### src/rtl/tcc_pkg.sv
`timescale 1ns / 1ps
// Package for the text console engine: fixed field widths, control codes,
// register indexes and the command/status structs between controller and datapath.
// No dependencies.
package tcc_pkg;

    localparam int CHAR_W       = 16;
    localparam int COL_PORT_W   = 7;
    localparam int ROW_PORT_W   = 6;
    localparam int CFG_DATA_W   = 8;
    localparam int CFG_IDX_W    = 2;
    localparam int WIDTH_CFG_W  = 8;
    localparam int HEIGHT_CFG_W = 7;

    localparam int RST_WIDTH  = 80;
    localparam int RST_HEIGHT = 25;

    localparam logic [CHAR_W-1:0] CH_BS  = 16'd8;
    localparam logic [CHAR_W-1:0] CH_TAB = 16'd9;
    localparam logic [CHAR_W-1:0] CH_LF  = 16'd10;
    localparam logic [CHAR_W-1:0] CH_CR  = 16'd13;

    localparam logic [CFG_IDX_W-1:0] REG_SCREEN_WIDTH  = 2'd0;
    localparam logic [CFG_IDX_W-1:0] REG_SCREEN_HEIGHT = 2'd1;

    localparam logic ACT_WRITE = 1'b0;
    localparam logic ACT_READ  = 1'b1;

    typedef struct packed {
        logic init_clear;
        logic accept;
        logic calc;
        logic exec;
        logic scroll_clear;
        logic load_out;
    } dp_cmd_t;

    typedef struct packed {
        logic init_last;
        logic need_scroll;
        logic clear_last;
    } dp_status_t;

endpackage

### src/rtl/tcc_ctrl.sv
`timescale 1ns / 1ps
// Controller state machine of the text console engine: sequences clear sweep,
// item steps, row clear on scroll and the output register valid.
// Depends on tcc_pkg.
module tcc_ctrl (
    input  logic                aclk,
    input  logic                aresetn,
    input  logic                s_valid,
    output logic                s_ready,
    output logic                m_valid,
    input  logic                m_ready,
    input  tcc_pkg::dp_status_t status,
    output tcc_pkg::dp_cmd_t    cmd
);
    import tcc_pkg::*;

    typedef enum logic [2:0] {
        S_INIT,
        S_IDLE,
        S_CALC,
        S_EXEC,
        S_SCROLL,
        S_FINISH
    } state_t;

    state_t state_reg, state_next;
    logic   out_valid_reg, out_valid_next;

    always_comb begin
        state_next = state_reg;
        cmd        = '0;
        case (state_reg)
            S_INIT: begin
                cmd.init_clear = 1'b1;
                if (status.init_last) begin
                    state_next = S_IDLE;
                end
            end
            S_IDLE: begin
                cmd.accept = s_valid;
                if (s_valid) begin
                    state_next = S_CALC;
                end
            end
            S_CALC: begin
                cmd.calc   = 1'b1;
                state_next = S_EXEC;
            end
            S_EXEC: begin
                cmd.exec = 1'b1;
                if (status.need_scroll) begin
                    state_next = S_SCROLL;
                end else begin
                    state_next = S_FINISH;
                end
            end
            S_SCROLL: begin
                cmd.scroll_clear = 1'b1;
                if (status.clear_last) begin
                    state_next = S_FINISH;
                end
            end
            S_FINISH: begin
                if (!out_valid_reg || m_ready) begin
                    cmd.load_out = 1'b1;
                    state_next   = S_IDLE;
                end
            end
            default: begin
                state_next = S_INIT;
            end
        endcase
        out_valid_next = cmd.load_out | (out_valid_reg & ~m_ready);
    end

    always_ff @(posedge aclk) begin
        if (!aresetn) begin
            state_reg     <= S_INIT;
            out_valid_reg <= 1'b0;
        end else begin
            state_reg     <= state_next;
            out_valid_reg <= out_valid_next;
        end
    end

    assign s_ready = (state_reg == S_IDLE);
    assign m_valid = out_valid_reg;

`ifndef SYNTHESIS
    a_init_no_result: assert property (@(posedge aclk) disable iff (!aresetn)
        (state_reg == S_INIT) |-> !out_valid_reg)
        else $error("result valid during clear sweep");
    a_accept_busy: assert property (@(posedge aclk) disable iff (!aresetn)
        (s_valid && s_ready) |=> (!s_ready && state_reg == S_CALC))
        else $error("accepted item did not start");
    a_load_shows: assert property (@(posedge aclk) disable iff (!aresetn)
        cmd.load_out |=> out_valid_reg)
        else $error("loaded result not valid");
`endif

endmodule

### config.mk
export PLATFORM = sky130hd
export DESIGN_NAME = tcc_ctrl
export DESIGN_NICKNAME = d
export VERILOG_FILES = /design/src/rtl/tcc_pkg.sv /design/src/rtl/tcc_ctrl.sv
export SDC_FILE = /design/constraint.sdc
export NUM_CORES = 1
export LEC_CHECK = 0
export BUFFER_PORTS_ARGS = -buffer_cell sky130_fd_sc_hd__clkbuf_2
export CAP_MARGIN = 10
export CORE_AREA = 8 8 45 47
export CTS_CLUSTER_DIAMETER = 80
export DETAILED_ROUTE_END_ITERATION = 10
export DIE_AREA = 0 0 53 55
export PLACE_DENSITY = 0.43
export SLEW_MARGIN = 40
export SYNTH_ARGS = -nofsm -noshare
export SYNTH_HDL_FRONTEND = slang
export SYNTH_SLANG_ARGS = --single-unit
### constraint.sdc
create_clock -name aclk -period 1.3 [get_ports aclk]
set_input_delay 0.26 -clock aclk [delete_from_list [all_inputs] [get_ports aclk]]
set_output_delay 0.26 -clock aclk [all_outputs]
set_load 0.1 [all_outputs]
# Word-level counts from Yosys, hierarchy flattened
# Cells that the tools add are included.
# totals
reg_bits,4
in_bits,7
out_inout_bits,8
wordCells,31
# classes
n_eq_ne,9
mux,13
n_bitwise,3
n_reduce_logical,4
# ops
operator,count
3-bit one-hot mux with 6 select lines,1
3-bit two-way mux,4
1-bit two-way mux,8
2-bit inequality test (second input constant),4
3-bit by 2-bit == test with 1-bit output (second input constant),2
3-bit == test (second input constant),2
4-bit AND reduction,1
3-bit by 1-bit == test with 1-bit output (second input constant),1
3-bit zero test,1
1-bit AND,1
1-bit zero test,1
1-bit logical OR,1
1-bit inverter,1
1-bit bitwise OR,1

# Depth between registers and ports, before layout
# Gate-level depths: netlist (run 1).
# depth
ltp_word,5
ltp_mapped,4
mapped_depth_nobuf,3

# Worst setup path before layout (run 1)
# No wires, ideal clock.
# synth_path
path_kind,reg2out
start,register state_reg[2]
end,output port cmd[1] (netlist bit)
t_arrival_ps,2665
t_required_ps,1040
setup_slack_ps,-1625
stages_incl_launch_ff,3
path_cell_list,dfxtp_1 -> buf_6 -> nor3b_1
# synth_rtl
element,line_no,rtl
"start, declared",tcc_ctrl.sv:26,"state_t state_reg, state_next;"
"start signal, assigned",tcc_ctrl.sv:81,state_reg <= state_next;
"end, declared",tcc_ctrl.sv:13,output tcc_pkg::dp_cmd_t cmd

==> metrics.json, run 1 <==
{
  "outcome": {
    "run_status": "complete, but fails checks",
    "failed_checks": "negative setup slack"
  },
  "floorplan": {
    "die_y_um": 55,
    "boundaryPins": 15,
    "floorplan.initialDensity": 0.194,
    "std_cell_rows": 14,
    "die_area_mm2": 0.00292,
    "chipWidth_um": 53,
    "core-area_mm2": 0.00138
  },
  "critical_path": {
    "worstPathRequired_ns": 1.04,
    "timing.critical_path.max_delay_family": "simple AND/OR/NAND/NOR gates",
    "worstPathMaxFanout": 4,
    "cp.buffers_inverters": 1,
    "critical_path.slowest_cell": "dfxtp_4",
    "timing.setup.critical_path_class": "reg2out",
    "worstPathCellList": "nor2b_4 -> and3_4 -> buf_12",
    "timing.critical_path.to_type": "output port",
    "kind_of_start_point_of_the_critical_path": "register",
    "critical_path.max_stage_delay_ns": 0.36,
    "worst-endpoint-arrival_ns": 1.13
  },
  "hold_path": {
    "hold_path.class": "in2reg"
  },
  "global_routing": {
    "grt_pass1_vias": 325,
    "number_of_antenna_violations_at_the_first_check_in_global_routing": 0,
    "grt_start_max_net_pins": 10,
    "grt_pass1_wl_mm": 1.35,
    "groute.usage.overall": 0.0640,
    "overflow": 0
  },
  "power": {
    "switchingPower_mw": 0.220,
    "cell_internal_power_mw": 0.371,
    "leakage_nw": 0.268,
    "comb_power_share": 0.477,
    "sw_frac_of_total": 0.372,
    "clock_power_share": 0.285,
    "seqPwrFrac": 0.239,
    "power.density_cell_area_mw_per_mm2": 931,
    "vdd.ir_drop.worst_mv": 0.517
  },
  "sta": {
    "worst_slew_margin_rel": 0.871,
    "layout_setup_ws_ns": -0.0863,
    "tightestPinTransition_ns": 0.192,
    "fin_crit_sh": 1.07,
    "finalWorstPathRequiredPeriod_ns": 1.39,
    "unrepaired_setup_endpoints_after_global_routing": "yes",
    "max_slew_violations": 0,
    "setup-tns-final_ns": -0.520,
    "timing.clock.skew_ns": 0.00682,
    "maxClockFrequency_ghz": 0.721,
    "setup-violations-final": 7,
    "finalHoldViolCount": 0
  },
  "logic_synthesis": {
    "synth_cell_type_count": 18,
    "postSynth.asyncResetShare": 0,
    "post-synth-top-area-cell": "dfxtp_1",
    "syn_area_per_cell_um2": 8.68,
    "yosysSeqAreaShare": 0.298,
    "synthesis.area_um2": 269,
    "netlist_instances": 31,
    "yosys-top-cells-area": "dfxtp_1 (30%), nand2b_1 (7.0%), nor2b_1 (7.0%), a21oi_1 (5.6%), buf_4 (5.6%)",
    "synth.net_count": 38,
    "synth_edf_count": 0,
    "yosys_most_used_dff": "dfxtp_1",
    "yosys_register_bits": 4,
    "post-synth-top-area-fraction": 0.298,
    "synth_warnings": 0
  },
  "drt": {
    "remaining_drc_errors": 0,
    "m1WireLength_um": 251,
    "highest-signal-layer": "met3",
    "met2_wirelength_um": 503,
    "vias": 305,
    "dr.pass1.iters": 2,
    "viasPerCell": 4.24,
    "wl_met3_um": 48,
    "avgRoutedWirePerCell_um": 11.2,
    "iteration_0_drc_count_of_the_detailed_router": 2,
    "total_wirelength_um": 803,
    "ant_nets": 0
  },
  "clocking": {
    "tritoncts_num_sinks": 4,
    "hold_buffers": 0,
    "cts-buffers-inserted": 3,
    "cts-htree-levels": 1,
    "cts_tree": "done",
    "clk_latency_ns": 0.23,
    "cts-root-buf": "clkbuf_4",
    "cts_max_path_bufs": 2,
    "path_clk_slew_ns": 0.04
  },
  "cells_and_area": {
    "final_cell_count_no_fill": 72,
    "antenna_cells": 0,
    "nets": 64,
    "layout-area-overhead-vs-synth_pct": 136,
    "share_of_cells_above_drive_strength_1": 0.732,
    "final_cell_mix": "buf_12 (9), buf_4 (9), clkbuf_2 (6), dfxtp_4 (4)",
    "fillCellCount": 135,
    "max_ffs_per_register": 3
  },
  "place": {
    "io_buffer_count": 14,
    "post-place-cells": 59,
    "final_gp_congestion": 0.770
  },
  "run": {
    "drv.max_cap_violation_count": 0
  }
}
-- per-layer routing --
| metal | up-vias | global-route usage |
|---|---|---|
| met5 | - | 0 |
| met4 | 0 | 0.0388 |
| met3 | 0 | 0.0267 |
| met2 | 5 | 0.123 |
| met1 | 144 | 0.0534 |
| li1 | 156 | - |
-- cell usage after synthesis, types with 2 or more instances --
cell type and number:
a21oi_1 3, buf_4 2, dfxtp_1 4, nand2b_1 3, nor2b_1 3, nor3_1 2, nor3b_1 2, o21a_1 2
-- kinds of logic (layout without fill, tap and decap cells) --
group	after synthesis	count (layout)	share of synthesized area
and+or+nand+nor	17	17	0.437
AOI/OAI and AO/OA	7	7	0.167
DFF	4	4	0.298
buffers and inverters	3	28	0.0977
-- stage by stage --
stage / power [mW] / instance area, µm² / worst slack (ns) / util / hold WS [ns]
2_1_floorplan: 0.317 / 330 / -0.284 / - / 0.377
3_3_place_gp: 0.397 / 527 / 0.0750 / 0.381 / 0.511
3_5_place_dp: 0.399 / 527 / 0.0485 / 0.381 / 0.515
4_1_cts: 0.597 / 619 / -0.117 / 0.448 / 0.262
5_1_grt: 0.621 / 634 / -0.146 / 0.458 / 0.282
6_report: 0.590 / 634 / -0.0863 / 0.458 / 0.271
-- repair_timing --
item / CTS / global route
endpoints found under the hold margin: 0 / 0
endpoints found under the setup margin: 7 / 7
setup buffers: 7 / 2
pin swaps: 3 / 0
resized for setup: 5 / 0
-- final cells by class --
cell class | count | area (µm²) | area share
Timing Repair Buffer | 24 | 278 | 0.438
Multi-Input combinational cell | 24 | 215 | 0.339
Sequential cell | 4 | 95.1 | 0.150
Clock buffer | 4 | 26.3 | 0.0414
Tap cell | 16 | 20.0 | 0.0316
-- worst register-to-register path, delay by kind of cell (launching register included) --
family          cells  cell delay (ns)
flops               1             0.35
simple gates        1             0.23
compound gates      1             0.17
buf+inv             2             0.27
-- path summary, 6_finish.rpt --
check	cells past startpoint	to	slack [ns]	start
max	3	cmd[0]	-0.09	state_reg[0]
min	2	state_reg[2]	0.27	aresetn
max reg2reg	4	state_reg[2]	0.17	state_reg[0]
min reg2reg	2	m_valid	0.54	state_reg[2]
-- power by group through the flow --
stage                     clock network (mW)  registers (mW)  logic (mW)
final                                  0.168           0.141       0.281
after global routing                   0.185           0.142       0.294
after CTS                              0.179           0.140       0.277
after detailed placement                   0           0.149       0.250
after global placement                     0           0.148       0.249
after floorplan                            0           0.134       0.183
No activity file was read; power rests on OpenSTA's default activity.
==> run 2: changes to the inputs <==
--- a/config.mk
+++ b/config.mk
@@ -11,6 +11,7 @@
 export CTS_CLUSTER_DIAMETER = 80
 export DETAILED_ROUTE_END_ITERATION = 10
 export DIE_AREA = 0 0 53 55
+export GPL_TIMING_DRIVEN = 0
 export PLACE_DENSITY = 0.43
 export SLEW_MARGIN = 40
 export SYNTH_ARGS = -nofsm -noshare
==> metrics.json, run 2 (synthesized netlist as in run 1, its figures left out) <==
{
  "outcome": {
    "run_status": "complete, but fails checks",
    "failed_checks": "negative setup slack"
  },
  "cells_and_area": {
    "area.sequential_um2": 87.6,
    "antenna_cells": 0,
    "final_util": 0.500,
    "final_common_cell": "clkbuf_16",
    "share_of_cells_above_drive_strength_1": 0.714,
    "final_cell_count_no_fill": 72,
    "finalInstanceArea_um2": 692,
    "final_cell_mix": "clkbuf_16 (7), clkbuf_2 (6), buf_4 (5)",
    "fillCellCount": 121,
    "nets": 64,
    "multi_input_comb_area_um2": 213,
    "layout-area-overhead-vs-synth_pct": 157,
    "max_ffs_per_register": 3
  },
  "drt": {
    "dr.pass1.iters": 2,
    "avgRoutedWirePerCell_um": 11.3,
    "vias": 301,
    "iteration_0_drc_count_of_the_detailed_router": 3,
    "remaining_drc_errors": 0,
    "viasPerCell": 4.18,
    "total_wirelength_um": 812,
    "ant_nets": 0
  },
  "place": {
    "io_buffer_count": 14,
    "placed_area_um2": 420,
    "final_gp_congestion": 0.656,
    "post-place-cells": 61
  },
  "sta": {
    "finalHoldViolCount": 0,
    "maxClockFrequency_ghz": 0.671,
    "max_slew_violations": 0,
    "worst_slew_margin_rel": 0.679,
    "unrepaired_setup_endpoints_after_global_routing": "yes",
    "tightestPinTransition_ns": 0.485,
    "setup-violations-final": 7,
    "finalWorstPathRequiredPeriod_ns": 1.49,
    "fin_crit_sh": 1.15,
    "setup-tns-final_ns": -1.13,
    "timing.clock.skew_ns": 0.00975,
    "layout_setup_ws_ns": -0.191
  },
  "global_routing": {
    "grt_pass1_vias": 321,
    "number_of_antenna_violations_at_the_first_check_in_global_routing": 0,
    "grt_pass1_wl_mm": 1.41,
    "overflow": 0,
    "groute.usage.overall": 0.0679,
    "grt_start_max_net_pins": 9
  },
  "power": {
    "power_after_layout_mw": 0.621,
    "leakage_nw": 0.297,
    "cell_internal_power_mw": 0.398,
    "sw_frac_of_total": 0.359,
    "clock_power_share": 0.276,
    "seqPwrFrac": 0.215,
    "comb_power_share": 0.509,
    "vdd.ir_drop.worst_mv": 0.569,
    "power.density_cell_area_mw_per_mm2": 898,
    "switchingPower_mw": 0.223
  },
  "clocking": {
    "cts-htree-levels": 1,
    "cts-root-buf": "clkbuf_4",
    "cts_tree": "done",
    "path_clk_slew_ns": 0.04,
    "cts_max_path_bufs": 2,
    "tritoncts_num_sinks": 4,
    "clk_latency_ns": 0.24,
    "cts-buffers-inserted": 3
  },
  "floorplan": {
    "core-area_mm2": 0.00138,
    "boundaryPins": 15,
    "std_cell_rows": 14,
    "floorplan.initialDensity": 0.194,
    "die_area_mm2": 0.00292,
    "die_y_um": 55,
    "chipWidth_um": 53
  },
  "critical_path": {
    "worstPathMaxFanout": 7,
    "kind_of_start_point_of_the_critical_path": "register",
    "critical_path_cell_count": 4,
    "timing.critical_path.max_delay_family": "simple AND/OR/NAND/NOR gates",
    "timing.setup.critical_path_class": "reg2out",
    "cp.buffers_inverters": 2,
    "rr_worst_depth": 5,
    "worstPathRequired_ns": 1.04,
    "worst-endpoint-arrival_ns": 1.23,
    "worstPathCellList": "buf_8 -> nor2b_4 -> and3_4 -> clkbuf_16",
    "timing.critical_path.to_type": "output port",
    "critical_path.slowest_cell": "dfxtp_2",
    "critical_path.max_stage_delay_ns": 0.32
  },
  "hold_path": {
    "whs_path_depth": 2,
    "hold_path.class": "in2reg"
  },
  "run": {
    "drv.max_cap_violation_count": 0
  }
}
==> run 2: cell count changes in the layout (fill, tap and decap cells not counted), sizes merged <==
cell | before | now
buf | 18 | 10
bufbuf | 0 | 1
clkbuf | 10 | 17
==> run 2: power by group through the flow <==
| stage | Clock [mW] | Combinational (mW) | Sequential, mW |
|---|---|---|---|
| after CTS | 0.182 | 0.300 | 0.133 |
| after global placement | 0 | 0.213 | 0.134 |
| after floorplan | 0 | 0.183 | 0.134 |
| after global routing | 0.191 | 0.332 | 0.134 |
| after detailed placement | 0 | 0.214 | 0.134 |
| final | 0.172 | 0.316 | 0.133 |
==> run 2: repair_timing <==
item                                    in CTS  in global routing
hold buffers                                 0                  0
endpoints found under the setup margin       7                  8
gates cloned                                 1                  0
pin swaps                                    2                  2
buffers inserted                             4                  2
gates resized for setup                     25                  1
==> run 2: metal layers <==
layer  vias up  routed length (µm)  track usage
met1       139                 311       0.0626
li1        157                   -            -
met2         5                 455        0.113
met5         -                   0            0
met3         0                  46       0.0348
met4         0                   0       0.0517
==> run 2: final timing paths <==
kind,slack [ns],endpoint,startpoint
worst min-delay path,0.27,state_reg[2],aresetn
worst min register to register,0.55,m_valid,m_valid
worst max-delay path,-0.19,cmd[0],state_reg[0]
worst max register to register,0.15,state_reg[0],state_reg[1]
==> run 2: area by class of cell <==
| type | count | share of cell area |
|---|---|---|
| buffer | 3 | 0.0651 |
| multi-input combinational | 24 | 0.307 |
| tap | 16 | 0.0289 |
| timing repair buffer | 21 | 0.434 |
| clock buffer | 4 | 0.0380 |
| sequential | 4 | 0.127 |
==> run 2: metrics by stage <==
stage	setup slack, ns	hold slack, ns
5_1_grt	-0.252	0.272
2_1_floorplan	-0.284	0.377
6_report	-0.191	0.270
3_5_place_dp	-0.237	0.509
3_3_place_gp	-0.228	0.511
4_1_cts	-0.237	0.254
==> run 3: changes to the inputs <==
--- a/config.mk
+++ b/config.mk
@@ -8,6 +8,7 @@
 export BUFFER_PORTS_ARGS = -buffer_cell sky130_fd_sc_hd__clkbuf_2
 export CAP_MARGIN = 10
 export CORE_AREA = 8 8 45 47
+export CTS_BUF_LIST = sky130_fd_sc_hd__clkbuf_2
 export CTS_CLUSTER_DIAMETER = 80
 export DETAILED_ROUTE_END_ITERATION = 10
 export DIE_AREA = 0 0 53 55
==> metrics.json, run 3 (synthesized netlist as in run 1, its figures left out) <==
{
  "power": {
    "power_after_layout_mw": 0.585,
    "clock_power_share": 0.231,
    "seqPwrFrac": 0.227,
    "leakage_nw": 0.298,
    "power.density_cell_area_mw_per_mm2": 854,
    "cell_internal_power_mw": 0.364,
    "sw_frac_of_total": 0.379,
    "switchingPower_mw": 0.222,
    "vdd.ir_drop.worst_mv": 0.508,
    "comb_power_share": 0.541
  },
  "cells_and_area": {
    "layout-area-overhead-vs-synth_pct": 155,
    "share_of_cells_above_drive_strength_1": 0.732,
    "nets": 64,
    "finalInstanceArea_um2": 686,
    "antenna_cells": 0,
    "max_ffs_per_register": 3,
    "final_common_cell": "clkbuf_2",
    "final_cell_count_no_fill": 72,
    "final_cell_mix": "clkbuf_2 (11), clkbuf_16 (7), buf_4 (5)",
    "fillCellCount": 123
  },
  "place": {
    "placed_area_um2": 420,
    "post-place-cells": 61,
    "final_gp_congestion": 0.656,
    "io_buffer_count": 14,
    "worst_slack_at_placement_ns": -0.237
  },
  "sta": {
    "tightestPinTransition_ns": 0.539,
    "setup-tns-final_ns": -0.918,
    "max_slew_violations": 0,
    "setup-violations-final": 7,
    "maxClockFrequency_ghz": 0.685,
    "finalWorstPathRequiredPeriod_ns": 1.46,
    "unrepaired_setup_endpoints_after_global_routing": "yes",
    "worst_slew_margin_rel": 0.642,
    "fin_crit_sh": 1.12,
    "finalHoldViolCount": 0,
    "timing.clock.skew_ns": 0.0145,
    "layout_setup_ws_ns": -0.160
  },
  "clocking": {
    "cts-root-buf": "clkbuf_2",
    "tritoncts_num_sinks": 4,
    "cts-htree-levels": 1,
    "cts_max_path_bufs": 2,
    "clk_latency_ns": 0.21,
    "path_clk_slew_ns": 0.06,
    "hold_buffers": 0,
    "cts_tree": "done",
    "cts-buffers-inserted": 3
  },
  "drt": {
    "dr.pass1.iters": 3,
    "avgRoutedWirePerCell_um": 11.3,
    "ant_nets": 0,
    "iteration_0_drc_count_of_the_detailed_router": 3,
    "remaining_drc_errors": 0,
    "vias": 303,
    "viasPerCell": 4.21,
    "total_wirelength_um": 811
  },
  "hold_path": {
    "hold_path.class": "in2reg"
  },
  "critical_path": {
    "critical_path.max_stage_delay_ns": 0.32,
    "timing.critical_path.max_delay_family": "simple AND/OR/NAND/NOR gates",
    "timing.critical_path.to_type": "output port",
    "worst-endpoint-arrival_ns": 1.20,
    "worstPathRequired_ns": 1.04,
    "timing.setup.critical_path_class": "reg2out",
    "worstPathMaxFanout": 7,
    "cp.buffers_inverters": 2,
    "kind_of_start_point_of_the_critical_path": "register",
    "worstPathCellList": "buf_8 -> nor2b_4 -> and3_4 -> clkbuf_16",
    "critical_path.slowest_cell": "dfxtp_2"
  },
  "global_routing": {
    "number_of_antenna_violations_at_the_first_check_in_global_routing": 0,
    "grt_start_max_net_pins": 9,
    "grt_pass1_vias": 321,
    "grt_pass1_wl_mm": 1.41,
    "overflow": 0,
    "groute.usage.overall": 0.0662
  },
  "floorplan": {
    "core-area_mm2": 0.00138,
    "die_area_mm2": 0.00292,
    "chipWidth_um": 53,
    "die_y_um": 55,
    "std_cell_rows": 14,
    "boundaryPins": 15,
    "floorplan.initialDensity": 0.194
  },
  "outcome": {
    "failed_checks": "negative setup slack",
    "run_status": "complete, but fails checks"
  },
  "run": {
    "drv.max_cap_violation_count": 0
  }
}
## run 3: changes by cell type in the layout (fill, tap and decap cells not counted), sizes merged
cell / delta
buf: -1
clkbuf: +1
## run 3: worst register-to-register path, cell delays in order (launching register included)
cell and delay [ns]:
dfxtp_2 0.33, buf_4 0.10, bufbuf_16 0.23, nand2b_1 0.05, a211oi_1 0.25, o21a_1 0.13
## run 3: worst paths after layout
path / startpoint / end / slack (ns) / cells after the start
max reg2reg: state_reg[1] / state_reg[0] / 0.14 / 5
max: state_reg[0] / cmd[0] / -0.16 / 4
min: aresetn / state_reg[2] / 0.30 / 2
min reg2reg: m_valid / m_valid / 0.55 / 2
## run 3: per-stage QoR
| step | hold slack (ns) | util |
|---|---|---|
| 6_report | 0.299 | 0.495 |
| 5_1_grt | 0.284 | 0.495 |
| 4_1_cts | 0.277 | 0.476 |
| 3_5_place_dp | 0.509 | 0.304 |
| 3_3_place_gp | 0.511 | 0.304 |
| 2_1_floorplan | 0.377 | - |
## run 3: cell type report
type / count / area (µm²) / share of cell area
Buffer: 3 / 45.0 / 0.0657
Clock buffer: 4 / 20.0 / 0.0292
Multi-Input combinational cell: 24 / 213 / 0.310
Sequential cell: 4 / 87.6 / 0.128
Tap cell: 16 / 20.0 / 0.0292
Timing Repair Buffer: 21 / 300 / 0.438
## run 3: repair_timing
item	CTS	global route
gates resized for setup	25	0
cloned	1	0
buffers inserted	4	2
setup endpoints to repair	7	7
pin swaps	2	2
## run 3: power groups by stage
stage	Combinational, mW	Clock, mW	Sequential, mW
2_1_floorplan	0.183	0	0.134
3_3_place_gp	0.213	0	0.134
3_5_place_dp	0.214	0	0.134
4_1_cts	0.300	0.143	0.133
5_1_grt	0.332	0.154	0.133
6_report	0.317	0.135	0.133
## run 3: per-layer routing
metal / up-vias / part of all wire / track usage
li1: 157 / - / -
met2: 5 / 0.56 / 0.113
met5: - / 0 / 0
met1: 141 / 0.39 / 0.0626
met4: 0 / 0 / 0.0388
met3: 0 / 0.057 / 0.0348
